`config.mk`:
```
export PLATFORM = sky130hd
export DESIGN_NAME = htae_back
export DESIGN_NICKNAME = d
export VERILOG_FILES = /design/src/design/htae_pkg.sv /design/src/design/htae_back.sv
export VERILOG_INCLUDE_DIRS = /design/src /design/src/design
export SDC_FILE = /design/constraint.sdc
export NUM_CORES = 1
export LEC_CHECK = 0
export ABC_CLOCK_PERIOD_IN_PS = 13400
export BUFFER_PORTS_ARGS = -buffer_cell sky130_fd_sc_hd__buf_2
export CAP_MARGIN = 20
export CORE_MARGIN = 5
export CORE_UTILIZATION = 30
export DETAILED_ROUTE_END_ITERATION = 7
export PLACE_DENSITY = 0.48
export SYNTH_ARGS = -nofsm -noshare
export SYNTH_HDL_FRONTEND = slang
export SYNTH_SLANG_ARGS = --single-unit
```
`constraint.sdc`:
```
create_clock -name clk -period 13.4 [get_ports clk]
set_input_delay 2.01 -clock clk [delete_from_list [all_inputs] [get_ports clk]]
set_output_delay 2.01 -clock clk [all_outputs]
set_load 0.1 [all_outputs]
```
`src/design/halfblock_truecolor_ansi_encoder_assert.svh`:
```
// Assertion macros shared by the encoder modules.
// They expect signals named clk and rst_n in the module that uses them.
`ifndef HALFBLOCK_TRUECOLOR_ANSI_ENCODER_ASSERT_SVH
`define HALFBLOCK_TRUECOLOR_ANSI_ENCODER_ASSERT_SVH

// The consequent must hold in the same cycle as the antecedent.
`define HTAE_ASSERT_IMPL(label, ante, cons, msg) \
    label: assert property (@(posedge clk) disable iff (!rst_n) (ante) |-> (cons)) \
        else $error(msg);

// The consequent must hold in the cycle after the antecedent.
`define HTAE_ASSERT_NEXT(label, ante, cons, msg) \
    label: assert property (@(posedge clk) disable iff (!rst_n) (ante) |=> (cons)) \
        else $error(msg);

`endif

```
`src/design/htae_pkg.sv`:
```
`default_nettype none

package htae_pkg;

    localparam int PALETTE_DEPTH = 256;
    localparam int QUEUE_DEPTH = 2;
    localparam logic [7:0] LAST_RESET = 8'd255;

    typedef enum logic [1:0] {
        ACT_PALETTE = 2'd0,
        ACT_START   = 2'd1,
        ACT_CELL    = 2'd2,
        ACT_END     = 2'd3
    } action_t;

    typedef enum logic [1:0] {
        KIND_HOME,
        KIND_CELL,
        KIND_END
    } kind_t;

    typedef enum logic [2:0] {
        PH_IDLE,
        PH_HOME,
        PH_END,
        PH_PREFIX,
        PH_COMP,
        PH_SEP,
        PH_GLYPH
    } phase_t;

    typedef struct packed {
        kind_t       kind;
        logic        bg;
        logic        fg;
        logic [23:0] bg_rgb;
        logic [23:0] fg_rgb;
    } cmd_t;

    function automatic logic [7:0] home_byte(input logic [1:0] idx);
        logic [7:0] b;
        case (idx)
            2'd0:    b = 8'h1b;
            2'd1:    b = 8'h5b;
            default: b = 8'h48;
        endcase
        return b;
    endfunction

    function automatic logic [7:0] end_byte(input logic [1:0] idx);
        logic [7:0] b;
        case (idx)
            2'd0:    b = 8'h1b;
            2'd1:    b = 8'h5b;
            2'd2:    b = 8'h30;
            default: b = 8'h6d;
        endcase
        return b;
    endfunction

    function automatic logic [7:0] glyph_byte(input logic [1:0] idx);
        logic [7:0] b;
        case (idx)
            2'd0:    b = 8'he2;
            2'd1:    b = 8'h96;
            default: b = 8'h84;
        endcase
        return b;
    endfunction

    // The third byte selects background (4) or foreground (3).
    function automatic logic [7:0] prefix_byte(input logic [2:0] idx, input logic fg);
        logic [7:0] b;
        case (idx)
            3'd0:    b = 8'h1b;
            3'd1:    b = 8'h5b;
            3'd2:    b = fg ? 8'h33 : 8'h34;
            3'd3:    b = 8'h38;
            3'd4:    b = 8'h3b;
            3'd5:    b = 8'h32;
            default: b = 8'h3b;
        endcase
        return b;
    endfunction

    function automatic logic [7:0] comp_value(input logic [23:0] rgb, input logic [1:0] comp);
        logic [7:0] v;
        case (comp)
            2'd0:    v = rgb[23:16];
            2'd1:    v = rgb[15:8];
            default: v = rgb[7:0];
        endcase
        return v;
    endfunction

    // Returns hundreds, tens and ones digits as {h, t, o}.
    function automatic logic [11:0] dec_digits(input logic [7:0] v);
        logic [3:0]  h;
        logic [3:0]  t;
        logic [3:0]  o;
        logic [7:0]  r;
        logic [14:0] m;
        logic [7:0]  tens;
        if (v >= 8'd200) begin
            h = 4'd2;
            r = v - 8'd200;
        end else if (v >= 8'd100) begin
            h = 4'd1;
            r = v - 8'd100;
        end else begin
            h = 4'd0;
            r = v;
        end
        m = 15'(r) * 15'd205;
        t = m[14:11];
        tens = 8'(t) * 8'd10;
        o = 4'(r - tens);
        return {h, t, o};
    endfunction

    // Position of the first digit written, so that no leading zero appears.
    function automatic logic [2:0] first_digit(input logic [7:0] v);
        logic [2:0] p;
        if (v >= 8'd100) begin
            p = 3'd0;
        end else if (v >= 8'd10) begin
            p = 3'd1;
        end else begin
            p = 3'd2;
        end
        return p;
    endfunction

endpackage

`default_nettype wire

```
`src/design/htae_back.sv`:
```
`default_nettype none
`include "halfblock_truecolor_ansi_encoder_assert.svh"

module htae_back (
    input  wire logic          clk,
    input  wire logic          rst_n,
    input  wire logic          q_empty,
    input  wire htae_pkg::cmd_t q_data,
    output logic               q_pop,
    output logic               empty,
    input  wire logic          pop,
    output logic [7:0]         out_byte,
    output logic               last_of_run
);

    htae_pkg::phase_t phase_reg;
    htae_pkg::phase_t phase_next;
    logic [2:0]       cnt_reg;
    logic [2:0]       cnt_next;
    logic [1:0]       comp_reg;
    logic [1:0]       comp_next;
    logic             sel_reg;
    logic             sel_next;
    htae_pkg::cmd_t   cmd_reg;
    htae_pkg::cmd_t   cmd_next;
    logic             out_valid_reg;
    logic             out_valid_next;
    logic [7:0]       out_byte_reg;
    logic             last_reg;

    logic             advance;
    logic             emit;
    logic [23:0]      cur_rgb;
    logic [7:0]       cur_val;
    logic [7:0]       first_val;
    logic [7:0]       next_val;
    logic [11:0]      digits;
    logic [3:0]       digit;
    logic [7:0]       byte_now;
    logic             last_now;

    assign advance = !out_valid_reg || pop;
    assign emit = (phase_reg != htae_pkg::PH_IDLE);
    assign q_pop = (phase_reg == htae_pkg::PH_IDLE) && !q_empty;
    assign cur_rgb = sel_reg ? cmd_reg.fg_rgb : cmd_reg.bg_rgb;
    assign cur_val = htae_pkg::comp_value(cur_rgb, comp_reg);
    assign first_val = htae_pkg::comp_value(cur_rgb, 2'd0);
    assign next_val = htae_pkg::comp_value(cur_rgb, comp_reg + 2'd1);
    assign digits = htae_pkg::dec_digits(cur_val);

    always_comb
    begin
        phase_next = phase_reg;
        cnt_next = cnt_reg;
        comp_next = comp_reg;
        sel_next = sel_reg;
        cmd_next = cmd_reg;
        case (phase_reg)
            htae_pkg::PH_IDLE:
            begin
                if (!q_empty)
                begin
                    cmd_next = q_data;
                    cnt_next = 3'd0;
                    comp_next = 2'd0;
                    sel_next = 1'b0;
                    case (q_data.kind)
                        htae_pkg::KIND_HOME: phase_next = htae_pkg::PH_HOME;
                        htae_pkg::KIND_END:  phase_next = htae_pkg::PH_END;
                        htae_pkg::KIND_CELL:
                        begin
                            if (q_data.bg)
                            begin
                                phase_next = htae_pkg::PH_PREFIX;
                            end
                            else if (q_data.fg)
                            begin
                                phase_next = htae_pkg::PH_PREFIX;
                                sel_next = 1'b1;
                            end
                            else
                            begin
                                phase_next = htae_pkg::PH_GLYPH;
                            end
                        end
                        default: phase_next = htae_pkg::PH_IDLE;
                    endcase
                end
            end
            htae_pkg::PH_HOME, htae_pkg::PH_GLYPH:
            begin
                if (advance)
                begin
                    if (cnt_reg == 3'd2)
                    begin
                        phase_next = htae_pkg::PH_IDLE;
                    end
                    else
                    begin
                        cnt_next = cnt_reg + 3'd1;
                    end
                end
            end
            htae_pkg::PH_END:
            begin
                if (advance)
                begin
                    if (cnt_reg == 3'd3)
                    begin
                        phase_next = htae_pkg::PH_IDLE;
                    end
                    else
                    begin
                        cnt_next = cnt_reg + 3'd1;
                    end
                end
            end
            htae_pkg::PH_PREFIX:
            begin
                if (advance)
                begin
                    if (cnt_reg == 3'd6)
                    begin
                        phase_next = htae_pkg::PH_COMP;
                        comp_next = 2'd0;
                        cnt_next = htae_pkg::first_digit(first_val);
                    end
                    else
                    begin
                        cnt_next = cnt_reg + 3'd1;
                    end
                end
            end
            htae_pkg::PH_COMP:
            begin
                if (advance)
                begin
                    if (cnt_reg == 3'd2)
                    begin
                        phase_next = htae_pkg::PH_SEP;
                    end
                    else
                    begin
                        cnt_next = cnt_reg + 3'd1;
                    end
                end
            end
            htae_pkg::PH_SEP:
            begin
                if (advance)
                begin
                    if (comp_reg != 2'd2)
                    begin
                        phase_next = htae_pkg::PH_COMP;
                        comp_next = comp_reg + 2'd1;
                        cnt_next = htae_pkg::first_digit(next_val);
                    end
                    else if (!sel_reg && cmd_reg.fg)
                    begin
                        phase_next = htae_pkg::PH_PREFIX;
                        sel_next = 1'b1;
                        cnt_next = 3'd0;
                    end
                    else
                    begin
                        phase_next = htae_pkg::PH_GLYPH;
                        cnt_next = 3'd0;
                    end
                end
            end
            default: phase_next = htae_pkg::PH_IDLE;
        endcase
    end

    always_comb
    begin
        byte_now = 8'h00;
        last_now = 1'b0;
        case (cnt_reg)
            3'd0:    digit = digits[11:8];
            3'd1:    digit = digits[7:4];
            default: digit = digits[3:0];
        endcase
        case (phase_reg)
            htae_pkg::PH_HOME:
            begin
                byte_now = htae_pkg::home_byte(cnt_reg[1:0]);
                last_now = (cnt_reg == 3'd2);
            end
            htae_pkg::PH_END:
            begin
                byte_now = htae_pkg::end_byte(cnt_reg[1:0]);
                last_now = (cnt_reg == 3'd3);
            end
            htae_pkg::PH_GLYPH:
            begin
                byte_now = htae_pkg::glyph_byte(cnt_reg[1:0]);
                last_now = (cnt_reg == 3'd2);
            end
            htae_pkg::PH_PREFIX: byte_now = htae_pkg::prefix_byte(cnt_reg, sel_reg);
            htae_pkg::PH_COMP:   byte_now = {4'h3, digit};
            htae_pkg::PH_SEP:    byte_now = (comp_reg == 2'd2) ? 8'h6d : 8'h3b;
            default:
            begin
                byte_now = 8'h00;
                last_now = 1'b0;
            end
        endcase
    end

    assign out_valid_next = advance ? emit : out_valid_reg;

    always_ff @(posedge clk or negedge rst_n)
    begin
        if (!rst_n)
        begin
            phase_reg <= htae_pkg::PH_IDLE;
            cnt_reg <= 3'd0;
            comp_reg <= 2'd0;
            sel_reg <= 1'b0;
            out_valid_reg <= 1'b0;
        end
        else
        begin
            phase_reg <= phase_next;
            cnt_reg <= cnt_next;
            comp_reg <= comp_next;
            sel_reg <= sel_next;
            out_valid_reg <= out_valid_next;
        end
    end

    always_ff @(posedge clk)
    begin
        cmd_reg <= cmd_next;
        if (advance && emit)
        begin
            out_byte_reg <= byte_now;
            last_reg <= last_now;
        end
    end

    assign empty = !out_valid_reg;
    assign out_byte = out_byte_reg;
    assign last_of_run = last_reg;

    `HTAE_ASSERT_NEXT(a_last_ends_run, advance && emit && last_now,
        phase_reg == htae_pkg::PH_IDLE, "sequencer kept running after the last byte")
    `HTAE_ASSERT_IMPL(a_comp_range, phase_reg == htae_pkg::PH_COMP || phase_reg == htae_pkg::PH_SEP,
        comp_reg != 2'd3, "color component out of range")

endmodule

`default_nettype wire

```
==> summary.txt <==
Placed design
  • I/O Buffers: 66
  • Post-detail-place hpwl: a little under 10,000 um
  • Final Wtd Congestion: between 0.8 and 0.9

Clocking
  • Reg clk slew, reported paths: ~0.060 ns
  • Clock buffer depth: 2
  • Hold buffer count at CTS: 0
  • Total CTS buffers: 9
  • Clk root buf: clkbuf_16
  • Skew-Pair Late Insertion Delay: around 0.34 ns
  • CTS resizes: 0
  • CTS tree: built
  • Htree depth: 3
  • Setup Buffers After CTS: 0
  • Total clock sinks: ~70

Synthesis
  • Main flop type after synthesis: edfxtp_1
  • Mapped Nets: ~640
  • Count leader, synth: ha_1
  • Warnings from Yosys: 0
  • Cells after Synth: 511
  • Async SR Flop Fraction: 0.147
  • Commonest cells post-synth: ha_1 (59), edfxtp_1 (58), inv_1 (58)
  • Synth Area per Inst: ~10 um^2
  • Post-synth top area share: 0.332
  • Sequential area share after synthesis: 0.380
  • Area leader, netlist: edfxtp_1
  • Synth top area cells: edfxtp_1 (33%), ha_1 (14%), dfrtp_1 (4.8%)
  • Mapped cell area: around 5200 um^2
  • Post-synth cell types: 70
  • Post-synthesis register bit count: 68
  • EDFF count, synth: 58

Layout
  • Footprint of the multi-input gates: approximately 3000 um^2
  • Max reg flops: between 40 and 50
  • Ratio of cells with drive above 1 in the final layout: 0.201
  • FF+latch area: 1990 um^2
  • Nets: 699
  • Diodes inserted: 0
  • Filler cells: around 1,700
  • Layout overhead on the synthesized area: 16.2%

Route
  • Detailed Route WL: 12,300 um
  • Post-route ant nets: 0
  • DR iter-0 viols: between 200 and 250
  • Drt drc: 0
  • Average vias per placed instance: around 4.9
  • 1st-pass router iterations: 4
  • Via total after detailed routing: between 3,000 and 4,000
  • DR WL/cell: ~15 um

Timing
  • Measured slew at the worst slew-check pin: around 0.93 ns
  • Relative slew margins: 0.379
  • Tmin final: just over 8 ns
  • Max Clk Rate: approximately 120 MHz
  • Setup violators final: 0
  • Slew Viols, Final: 0
  • Setup Skew: about 0.0092 ns
  • TNS Setup: 0 ns
  • Final count of hold timing violations: 0
  • Final period utilization: 0.611
  • Unrepaired setup endpoints after global routing: no

Critical path
  • CP top delay family: adder cells
  • CP Launch Type: flip-flop
  • Levels on crit path: 27
  • Worst EP required: between 10 and 15 ns
  • CP max stage delay: between 0.6 and 0.7 ns
  • Worst reg2reg setup slack: 5.22 ns
  • R2R cell count: 27
  • Worst path buffer plus inverter count: 4
  • Crit. End Element: flip-flop
  • Crit path kind: reg -> reg
  • Slowest cell on the critical path: a221oi_1
  • Worst EP arrival: between 8 and 9 ns
  • Most frequent CP cell: ha_1
  • Max FO, Critical Path: 18

Global routing
  • Overflow after GRT: 0
  • Tot GR Track Use: 0.126
  • Vias in the first global route: 4,070
  • First-pass GRT wire length: ~20,000 um
  • Largest net degree at the start of global routing: 53
  • Initial antenna violation count: 0

Hold path
  • HP Class: reg -> reg
  • Hold depth: 2

Floorplan
  • FP Rows: 48
  • Die area: roughly 20,000 um^2
  • Core area: 17,200 um^2
  • Starting Density: 0.304
  • Die height: between 100 and 150 um
  • Die width: approximately 140 um
  • Io pins: between 60 and 70

Outcome
  • Status: finished clean

Job
  • Max cap viols: 0
## area by class of cell
type | instances | share of cell area
repair buffers | 69 | 0.0579
multi-input cells | 366 | 0.485
clock inverters | 7 | 0.0111
inverters | 58 | 0.0358
clock buffers | 9 | 0.0370
well taps | 225 | 0.0462
flip-flops and latches | 68 | 0.327
## cells in the final DEF, fill, tap and decap left out, types with 3 or more instances in the layout
master and n:
buf_2 66, ha_1 59, inv_1 58, edfxtp_1 58, nand2_1 43, nor2_1 28, o21ai_0 25, a21oi_1 25
nand3_1 13, mux2_2 13, fa_1 12, nor3_1 10, dfrtp_1 10, mux2i_1 9, clkbuf_16 9, a22oi_1 7
nand2b_1 7, xnor2_1 7, mux2_4 6, a21o_1 6, a31oi_1 5, a221oi_1 5, o31ai_1 4, nor2b_1 4
or3_1 4, and2_1 4, o211ai_1 3, a22o_1 3, a211oi_1 3, o21ai_1 3, a22oi_2 3, nand4_1 3
o21a_1 3, nand3b_1 3, o22ai_1 3, clkinv_2 3, clkinvlp_4 3, buf_4 3
## worst paths after layout
kind | start | endpoint
setup reg to reg | comp_reg[0]$_DFFE_PN0P_ | out_byte[3]$_DFFE_PP_
hold / removal | out_valid_reg$_DFFE_PN0N_ | out_valid_reg$_DFFE_PN0N_
min in group asynchronous | rst_n | out_valid_reg$_DFFE_PN0N_
setup / recovery | comp_reg[0]$_DFFE_PN0P_ | out_byte[3]$_DFFE_PP_
max in group asynchronous | rst_n | cnt_reg[1]$_DFFE_PN0P_
hold reg to reg | out_valid_reg$_DFFE_PN0N_ | out_valid_reg$_DFFE_PN0N_
## logic make-up (layout without fill, tap and decap cells)
group	after synthesis	after routing	synth area share
buf+inv	77	143	0.0582
mux	30	30	0.0666
compound gates	122	122	0.168
simple gates	133	133	0.122
flops	68	68	0.380
fa+ha+maj	71	71	0.187
xor+xnor	10	10	0.0193
## stage by stage
stage	worst slack [ns]	util	std cells	hold WS [ns]	cell area, um^2
after detailed placement	5.27	0.336	786	0.499	5800
after CTS	5.24	0.353	802	0.516	6090
after global routing	4.73	0.353	802	0.536	6090
after global placement	5.46	0.336	786	0.498	5800
final	5.22	0.353	802	0.516	6090
after floorplan	6.07	-	511	0.474	5240
## per-layer routing
layer,track usage,part of all wire,up-vias
met5,0,0,-
met4,0.0444,0.012,0
met3,0.0292,0.039,11
met2,0.205,0.47,66
met1,0.164,0.48,1833
li1,-,-,1983
## worst reg2reg max path: stages, from the launching register on
cell,delay (ns)
dfrtp_1,0.42
inv_1,0.10
ha_1,0.56
or2_2,0.28
nor2_1,0.06
a221oi_1,0.67
ha_1,0.34
a2111oi_4,0.10
o21bai_1,0.30
mux2i_1,0.24
a32o_1,0.27
inv_1,0.13
ha_1,0.32
inv_1,0.06
fa_1,0.52
inv_1,0.05
fa_1,0.47
ha_1,0.31
ha_1,0.30
a21o_1,0.18
a21o_1,0.21
a21o_1,0.23
o311ai_1,0.43
nand2_1,0.14
fa_1,0.43
xnor2_1,0.21
xnor3_1,0.24
a311o_1,0.35
Power is not shown: default switching activity piles up to over one toggle a cycle in this logic, so the estimate is an artifact.
