**config.mk**
```make
export PLATFORM = sky130hd
export DESIGN_NAME = htae_queue
export DESIGN_NICKNAME = d
export VERILOG_FILES = /design/src/design/htae_pkg.sv /design/src/design/htae_queue.sv
export VERILOG_INCLUDE_DIRS = /design/src /design/src/design
export SDC_FILE = /design/constraint.sdc
export NUM_CORES = 1
export LEC_CHECK = 0
export BUFFER_PORTS_ARGS = -buffer_cell sky130_fd_sc_hd__buf_4
export CELL_PAD_IN_SITES_DETAIL_PLACEMENT = 0
export CELL_PAD_IN_SITES_GLOBAL_PLACEMENT = 1
export CORE_ASPECT_RATIO = 1.25
export CORE_UTILIZATION = 44
export CTS_BUF_LIST = sky130_fd_sc_hd__clkbuf_16
export CTS_CLUSTER_SIZE = 20
export DETAILED_ROUTE_END_ITERATION = 6
export PLACE_DENSITY_LB_ADDON = 0.1
export RECOVER_POWER = 25
export SYNTH_ARGS = -nofsm -noshare
export SYNTH_HDL_FRONTEND = slang
export SYNTH_SLANG_ARGS = --single-unit
```
**constraint.sdc**
```tcl
create_clock -name clk -period 4.4 [get_ports clk]
set_input_delay 0.88 -clock clk [delete_from_list [all_inputs] [get_ports clk]]
set_output_delay 0.88 -clock clk [all_outputs]
set_load 0.02 [all_outputs]
```
**src/design/halfblock_truecolor_ansi_encoder_assert.svh**
```systemverilog
// Assertion macros shared by the encoder modules.
// They expect signals named clk and rst_n in the module that uses them.
`ifndef HALFBLOCK_TRUECOLOR_ANSI_ENCODER_ASSERT_SVH
`define HALFBLOCK_TRUECOLOR_ANSI_ENCODER_ASSERT_SVH

// The consequent must hold in the same cycle as the antecedent.
`define HTAE_ASSERT_IMPL(label, ante, cons, msg) \
    label: assert property (@(posedge clk) disable iff (!rst_n) (ante) |-> (cons)) \
        else $error(msg);

// The consequent must hold in the cycle after the antecedent.
`define HTAE_ASSERT_NEXT(label, ante, cons, msg) \
    label: assert property (@(posedge clk) disable iff (!rst_n) (ante) |=> (cons)) \
        else $error(msg);

`endif

```
**src/design/htae_pkg.sv**
```systemverilog
`default_nettype none

package htae_pkg;

    localparam int PALETTE_DEPTH = 256;
    localparam int QUEUE_DEPTH = 2;
    localparam logic [7:0] LAST_RESET = 8'd255;

    typedef enum logic [1:0] {
        ACT_PALETTE = 2'd0,
        ACT_START   = 2'd1,
        ACT_CELL    = 2'd2,
        ACT_END     = 2'd3
    } action_t;

    typedef enum logic [1:0] {
        KIND_HOME,
        KIND_CELL,
        KIND_END
    } kind_t;

    typedef enum logic [2:0] {
        PH_IDLE,
        PH_HOME,
        PH_END,
        PH_PREFIX,
        PH_COMP,
        PH_SEP,
        PH_GLYPH
    } phase_t;

    typedef struct packed {
        kind_t       kind;
        logic        bg;
        logic        fg;
        logic [23:0] bg_rgb;
        logic [23:0] fg_rgb;
    } cmd_t;

    function automatic logic [7:0] home_byte(input logic [1:0] idx);
        logic [7:0] b;
        case (idx)
            2'd0:    b = 8'h1b;
            2'd1:    b = 8'h5b;
            default: b = 8'h48;
        endcase
        return b;
    endfunction

    function automatic logic [7:0] end_byte(input logic [1:0] idx);
        logic [7:0] b;
        case (idx)
            2'd0:    b = 8'h1b;
            2'd1:    b = 8'h5b;
            2'd2:    b = 8'h30;
            default: b = 8'h6d;
        endcase
        return b;
    endfunction

    function automatic logic [7:0] glyph_byte(input logic [1:0] idx);
        logic [7:0] b;
        case (idx)
            2'd0:    b = 8'he2;
            2'd1:    b = 8'h96;
            default: b = 8'h84;
        endcase
        return b;
    endfunction

    // The third byte selects background (4) or foreground (3).
    function automatic logic [7:0] prefix_byte(input logic [2:0] idx, input logic fg);
        logic [7:0] b;
        case (idx)
            3'd0:    b = 8'h1b;
            3'd1:    b = 8'h5b;
            3'd2:    b = fg ? 8'h33 : 8'h34;
            3'd3:    b = 8'h38;
            3'd4:    b = 8'h3b;
            3'd5:    b = 8'h32;
            default: b = 8'h3b;
        endcase
        return b;
    endfunction

    function automatic logic [7:0] comp_value(input logic [23:0] rgb, input logic [1:0] comp);
        logic [7:0] v;
        case (comp)
            2'd0:    v = rgb[23:16];
            2'd1:    v = rgb[15:8];
            default: v = rgb[7:0];
        endcase
        return v;
    endfunction

    // Returns hundreds, tens and ones digits as {h, t, o}.
    function automatic logic [11:0] dec_digits(input logic [7:0] v);
        logic [3:0]  h;
        logic [3:0]  t;
        logic [3:0]  o;
        logic [7:0]  r;
        logic [14:0] m;
        logic [7:0]  tens;
        if (v >= 8'd200) begin
            h = 4'd2;
            r = v - 8'd200;
        end else if (v >= 8'd100) begin
            h = 4'd1;
            r = v - 8'd100;
        end else begin
            h = 4'd0;
            r = v;
        end
        m = 15'(r) * 15'd205;
        t = m[14:11];
        tens = 8'(t) * 8'd10;
        o = 4'(r - tens);
        return {h, t, o};
    endfunction

    // Position of the first digit written, so that no leading zero appears.
    function automatic logic [2:0] first_digit(input logic [7:0] v);
        logic [2:0] p;
        if (v >= 8'd100) begin
            p = 3'd0;
        end else if (v >= 8'd10) begin
            p = 3'd1;
        end else begin
            p = 3'd2;
        end
        return p;
    endfunction

endpackage

`default_nettype wire

```
**src/design/htae_queue.sv**
```systemverilog
`default_nettype none
`include "halfblock_truecolor_ansi_encoder_assert.svh"

module htae_queue (
    input  wire logic          clk,
    input  wire logic          rst_n,
    input  wire logic          push,
    input  wire htae_pkg::cmd_t din,
    output logic               full,
    input  wire logic          pop,
    output htae_pkg::cmd_t     dout,
    output logic               empty
);

    localparam int QD = htae_pkg::QUEUE_DEPTH;
    localparam int PW = (QD > 1) ? $clog2(QD) : 1;
    localparam int CW = $clog2(QD + 1);

    htae_pkg::cmd_t mem_reg [QD];
    logic [PW-1:0]  wr_ptr_reg;
    logic [PW-1:0]  wr_ptr_next;
    logic [PW-1:0]  rd_ptr_reg;
    logic [PW-1:0]  rd_ptr_next;
    logic [CW-1:0]  count_reg;
    logic [CW-1:0]  count_next;
    logic           do_push;
    logic           do_pop;

    assign full = (count_reg == CW'(QD));
    assign empty = (count_reg == '0);
    assign dout = mem_reg[rd_ptr_reg];
    assign do_push = push && !full;
    assign do_pop = pop && !empty;

    always_comb
    begin
        wr_ptr_next = wr_ptr_reg;
        rd_ptr_next = rd_ptr_reg;
        count_next = count_reg;
        if (do_push)
        begin
            wr_ptr_next = (wr_ptr_reg == PW'(QD - 1)) ? '0 : wr_ptr_reg + 1'b1;
        end
        if (do_pop)
        begin
            rd_ptr_next = (rd_ptr_reg == PW'(QD - 1)) ? '0 : rd_ptr_reg + 1'b1;
        end
        if (do_push && !do_pop)
        begin
            count_next = count_reg + 1'b1;
        end
        else if (do_pop && !do_push)
        begin
            count_next = count_reg - 1'b1;
        end
    end

    always_ff @(posedge clk or negedge rst_n)
    begin
        if (!rst_n)
        begin
            wr_ptr_reg <= '0;
            rd_ptr_reg <= '0;
            count_reg <= '0;
        end
        else
        begin
            wr_ptr_reg <= wr_ptr_next;
            rd_ptr_reg <= rd_ptr_next;
            count_reg <= count_next;
        end
    end

    always_ff @(posedge clk)
    begin
        if (do_push)
        begin
            mem_reg[wr_ptr_reg] <= din;
        end
    end

    `HTAE_ASSERT_IMPL(a_no_push_when_full, push, !full, "queue pushed while full")
    `HTAE_ASSERT_NEXT(a_push_fills, do_push && !do_pop, !empty, "queue empty after a push")

endmodule

`default_nettype wire

```
==> results of run 1 <==
[cell type report]
| type | instances | share of cell area [%] |
|---|---|---|
| sequential | 108 | 60.10 |
| multi-input combinational | 65 | 16.15 |
| timing repair buffer | 111 | 15.45 |
| clock buffer | 9 | 4.195 |
| tap | 123 | 2.866 |
| clock inverter | 7 | 1.095 |
| inverter | 2 | 0.1398 |
[cells in the final DEF (no fill, tap or decap)]
master,count
o21ai_1,1
nor2_1,2
ha_1,1
clkbuf_4,34
clkinv_1,2
inv_1,3
clkinv_2,2
edfxtp_1,104
bufinv_16,1
nand2b_1,1
clkbuf_16,9
clkinvlp_4,1
xnor2_1,3
clkbuf_1,1
and3_2,1
dfrtp_4,1
nor2_4,1
mux2_2,3
mux2_4,49
dfrtp_1,3
nand2_1,1
buf_4,76
xor2_1,2
[logic make-up (layout without fill, tap and decap cells)]
kind of cell    Yosys count  count (layout)  synth area share [%]
flops                   108             108                 76.74
simple gates              6               6                0.6554
fa+ha+maj                 1               1                0.2978
xor+xnor                  5               5                 1.043
buf+inv                   8             129                 2.830
compound gates            1               1                0.1190
mux                      52              52                 18.32
[synthesized netlist by cell type]
cell type    n  area, sq um
xnor2_1      3        26.28
edfxtp_1   104         3123
xor2_1       2        17.52
nor2_1       3        11.26
nand2_1      1        3.750
ha_1         1        12.51
and3_1       1        6.260
dfrtp_1      4        100.1
mux2_4      49        735.7
nand2b_1     1        6.260
inv_1        2        7.510
mux2_2       3        33.78
buf_6        1        11.26
buf_12       5        100.1
o21ai_1      1        5.000
[power breakdown]
part	switching (uW)	leakage [uW]	internal, uW	total (uW)
sequential	197	0.00101	1410	1610
combinational	600	0.000994	702	1300
clock	318	0.000141	432	750
total	1120	0.00215	2550	3660
[metal layers]
layer / global-route usage [%] / part of all wire [%] / up-vias
li1: - / - / 937
met1: 16.29 / 37 / 963
met2: 24.89 / 55 / 69
met3: 3.946 / 6.1 / 9
met4: 8.571 / 2.2 / 0
met5: 0 / 0 / -
[through the flow]
step	utilization, %	setup WS, ps	hold WS [ps]	cell area, sq um
finish	58.21	1520	375.4	5369
global route	58.21	1418	375.9	5369
CTS	58.26	1457	313.9	5373
detailed placement	55.18	1842	523.8	5089
global placement	55.18	1863	520.0	5089
floorplan	-	789.0	460.8	4200
[how the worst max path moves through the flow]
stage	from	end	slack (ps)
2_1_floorplan	push	mem_reg[0][0]	790
3_3_place_gp	rd_ptr_reg	dout[34]	1860
3_5_place_dp	push	mem_reg[1][14]	1840
4_1_cts	rd_ptr_reg	dout[29]	1460
5_1_grt	rd_ptr_reg	dout[29]	1420
6_report	rd_ptr_reg	dout[21]	1520
==> flow_summary.yaml, run 1 <==
setup_path:
  crit_family: "flip-flops"
  reg2reg_from: "count_reg[0]"
  setup.worst_path.start_class: "register"
  crit_path_top_delay_cell: "dfrtp_4"
  crit_path_cell_trace: "mux2_4 -> buf_4"
  required_ps: 3520
  ff2ff_path_depth: 3
  worstReg2RegEnd: "mem_reg[1][42]"
  crit_type: "reg -> out"
  r2r_slack_ps: 2260
  cp.arrival_ps: 2000
  max_stage_delay_ps: 1050
  crit_fanout: 53
  crit_buf_inv: 1
  critPathCaptureType: "output port"
  cp.depth: 2
clock_network:
  clock_path_buffers: 2
  numCtsBuffers: 9
  cts_hold_buf: 0
  root_buffer: "clkbuf_16"
  h-tree-depth: 3
  cts_resized: 0
  clk_pin_slew_worst_paths_ps: 70
  insertion_delay_ps: 340
  cts_tree: "built"
  post_cts_buffers: 0
  cts.sinks: 108
detailed_routing:
  route.detailed.drc: 0
  ant_nets: 0
  drt_wl_total_mm: 6.521
  first_iter_violations: 101
  wl_per_cell_um: 15.34
  vias_per_cell: 4.654
  dr_total_vias: 1978
  drtPass1Iterations: 4
timing:
  max_freq_ghz: 0.3472
  final-hold-violation-count: 0
  fin_crit_sh_pct: 65.46
  fin_crit_ps: 2880
  rsz0062_at_grt: "no"
  fin_setup_tns_ps: 0
  maxSlewViolCount: 0
  worstMarginPinSlew_ps: 1072
  maxSlewHeadroom_pct: 28.53
  setup_viol: 0
  skew_ps: 5.818
synth:
  syn_area_per_cell_sq_um: 23.21
  yosysSeqAreaShare_pct: 76.74
  syn_nets: 238
  syn_area_sq_mm: 0.004200
  ys_seq_elements: 108
  synth_cells: 181
  yosys_warnings: 0
  synth.distinct_cells: 15
power:
  peakVddDrop_v: 0.0005693
  power_uw: 3661
  power.density_mw_per_mm2: 681.9
  power.leakage_uw: 0.002148
place:
  dp.cells: 409
  hpwl_mm: 4.293
  place_congestion: 0.6072
  portBuffers: 109
global_routing:
  grt_pass1_vias: 2077
  grt_overflow_total: 0
  grt_pass1_wl_mm: 10.35
  grt_usage_pct: 14.75
  grt_max_degree: 54
  antenna_found_initial: 0
floorplanning:
  chipHeight_um: 111.2
  core_area_sq_mm: 0.009223
  die_w_um: 89.39
  initial_utilization_pct: 45.54
  io_pins: 110
  placementRows: 39
  die_area_sq_mm: 0.009943
run:
  drv_cap: 0
cells_and_area:
  multi_input_area_sq_um: 867.1
  area_growth_pct: 27.82
  fin_nets: 354
  fillers: 715
  largest_register_ffs: 104
  ff_latch_area_sq_mm: 0.003227
  fin_cells: 425
  final_layout_size_suffix_gt1_share_pct: 58.94
  diodes: 0
status:
  status: "finished clean"
min_path:
  holdCritPathClass: "in -> async"
Power figures use the tool's default switching activity.
==> run 2: changes to the inputs <==
CORE_UTILIZATION = 40   (was 44)
clock period = 2.45 ns   (was 4.4 ns; I/O delays follow)
==> run 2 against run 1 <==
  * Count of clock-buffer cells in the layout did not move
  * Hold slack worse by 38 ps
  * Clock power increased by 85%
  * Final cell count up 2.6%
  * Design area rose by 1.1%
  * Wire length grew 4.3%
  * Setup slack worse by 1200 ps
==> flow_summary.yaml, run 2 (synthesis results as in run 1) <==
cells_and_area:
  diodes: 0
  largest_register_ffs: 104
  ff_latch_area_sq_mm: 0.003227
  mostFrequentLayoutCells: "edfxtp_1, buf_4, mux2_4, clkbuf_4, clkbuf_16"
  fin_nets: 359
  fillers: 826
  final_layout_size_suffix_gt1_share_pct: 59.28
  final_common_cell: "edfxtp_1"
  stdcell_area_sq_mm: 0.005430
  area_growth_pct: 29.28
  multi_input_area_sq_um: 867.1
power:
  power.leakage_uw: 0.002171
  clockPowerShare_pct: 20.9
  comb_power_share_pct: 39.3
  peakVddDrop_v: 0.0005870
  sw_frac_of_total_pct: 30.80
  power.density_mw_per_mm2: 1227
  intPower_uw: 4612
  pwr-share-seq_pct: 39.9
  p_sw_uw: 2053
global_routing:
  antenna_found_initial: 0
  busiest_layer: "met2"
  grt_pass1_vias: 2064
  use_met2_pct: 23.97
  grt_usage_pct: 13.20
  grt_use_met3_pct: 4.036
  grt_max_degree: 35
  grt_pass1_wl_mm: 10.25
  use_met1_pct: 13.74
  grt_overflow_total: 0
place:
  hpwl_mm: 4.630
  portBuffers: 109
  place_area_sq_mm: 0.005139
  preCtsSetupSlack_ps: 698.8
  place_congestion: 0.6413
setup_path:
  max_stage_delay_ps: 420
  crit_path_top_delay_cell: "dfrtp_4"
  required_ps: 1960
  reg2reg_from: "count_reg[0]"
  cp.arrival_ps: 1600
  crit_type: "reg -> out"
  critPathCaptureType: "output port"
  crit_buf_inv: 2
  crit_family: "buffers and inverters"
  crit_fanout: 19
  crit_path_cell_trace: "buf_4 -> mux2_4 -> buf_4"
  setup.worst_path.start_class: "register"
  crit_path_start: "rd_ptr_reg"
  cpMostUsedCell: "buf_4"
clock_network:
  root_buffer: "clkbuf_16"
  numCtsBuffers: 9
  h-tree-depth: 3
  clock_path_buffers: 2
  cts_tree: "built"
  cts_resized: 0
  cts.sinks: 108
  insertion_delay_ps: 340
  clk_pin_slew_worst_paths_ps: 70
floorplanning:
  io_pins: 110
  placementRows: 41
  chipHeight_um: 116.6
  die_area_sq_mm: 0.01092
  die_w_um: 93.66
  core_area_sq_mm: 0.01016
  initial_utilization_pct: 41.35
timing:
  rsz0062_at_grt: "no"
  maxSlewViolCount: 0
  fin_setup_tns_ps: 0
  setup_viol: 0
  fin_crit_sh_pct: 85.20
  final-hold-violation-count: 0
  worstMarginPinSlew_ps: 426.9
  max_freq_ghz: 0.4791
  maxSlewHeadroom_pct: 71.54
  fin_ws_ps: 362.6
  fin_crit_ps: 2087
  whs_ps: 337.2
  skew_ps: 5.256
detailed_routing:
  dr_total_vias: 2002
  drt_wl_total_mm: 6.801
  drtPass1Iterations: 4
  wl_per_cell_um: 15.60
  route.detailed.drc: 0
  ant_nets: 0
  first_iter_violations: 117
  vias_per_cell: 4.592
status:
  status: "finished clean"
run:
  drv_cap: 0
min_path:
  hold_start: "din[6]"
  holdCritPathClass: "in -> reg"
run 2: worst paths after layout:
path                             endpoint  slack [ps]  depth (start not counted)
hold / removal              mem_reg[1][6]         340                          1
hold reg to reg              count_reg[1]         520                          1
setup / recovery                 dout[38]         360                          3
min in group asynchronous    count_reg[1]         490                          2
max in group asynchronous      rd_ptr_reg        1850                          2
setup reg to reg           mem_reg[0][28]         830                          4
run 2: stage by stage:
stage	utilization (%)	total power (uW)	cells
final	53.46	6665	436
after global routing	53.46	7006	436
after CTS	53.57	6784	436
after detailed placement	50.59	5381	419
after global placement	50.59	5348	419
after floorplan	-	4581	181
run 2: final cells by class:
type                       instances  area share [%]
tap                              129           2.972
multi-input combinational         65           15.97
inverter                           2          0.1382
clock buffer                       9           4.147
clock inverter                     7           1.244
sequential                       108           59.42
timing repair buffer             116           16.11
run 2: power by group through the flow:
stage	logic (uW)	clock network, uW	registers (uW)
6_report	2620	1390	2660
5_1_grt	2810	1500	2700
4_1_cts	2690	1430	2660
3_5_place_dp	2680	0	2700
3_3_place_gp	2660	0	2680
2_1_floorplan	1910	0	2670
run 2: worst reg2reg max path, cell delays in order (launching register included):
cell and delay [ps]:
dfrtp_1 430, nand2b_1 180, nand2_1 150, nor2_4 110
buf_4 380
run 2: metal layers:
layer / part of all wire [%] / vias to the layer above / wire (um)
met5: 0 / - / 0
met4: 1.8 / 0 / 124
met3: 6.1 / 11 / 418
met2: 54 / 67 / 3706
met1: 37 / 973 / 2550
li1: - / 951 / -
run 2: timing repair:
| action | in CTS | in global routing |
|---|---|---|
| setup endpoints to repair | 0 | 0 |
| hold buffers | 1 | 0 |
| hold endpoints to repair | 4 | 0 |
| setup buffers | 0 | 0 |
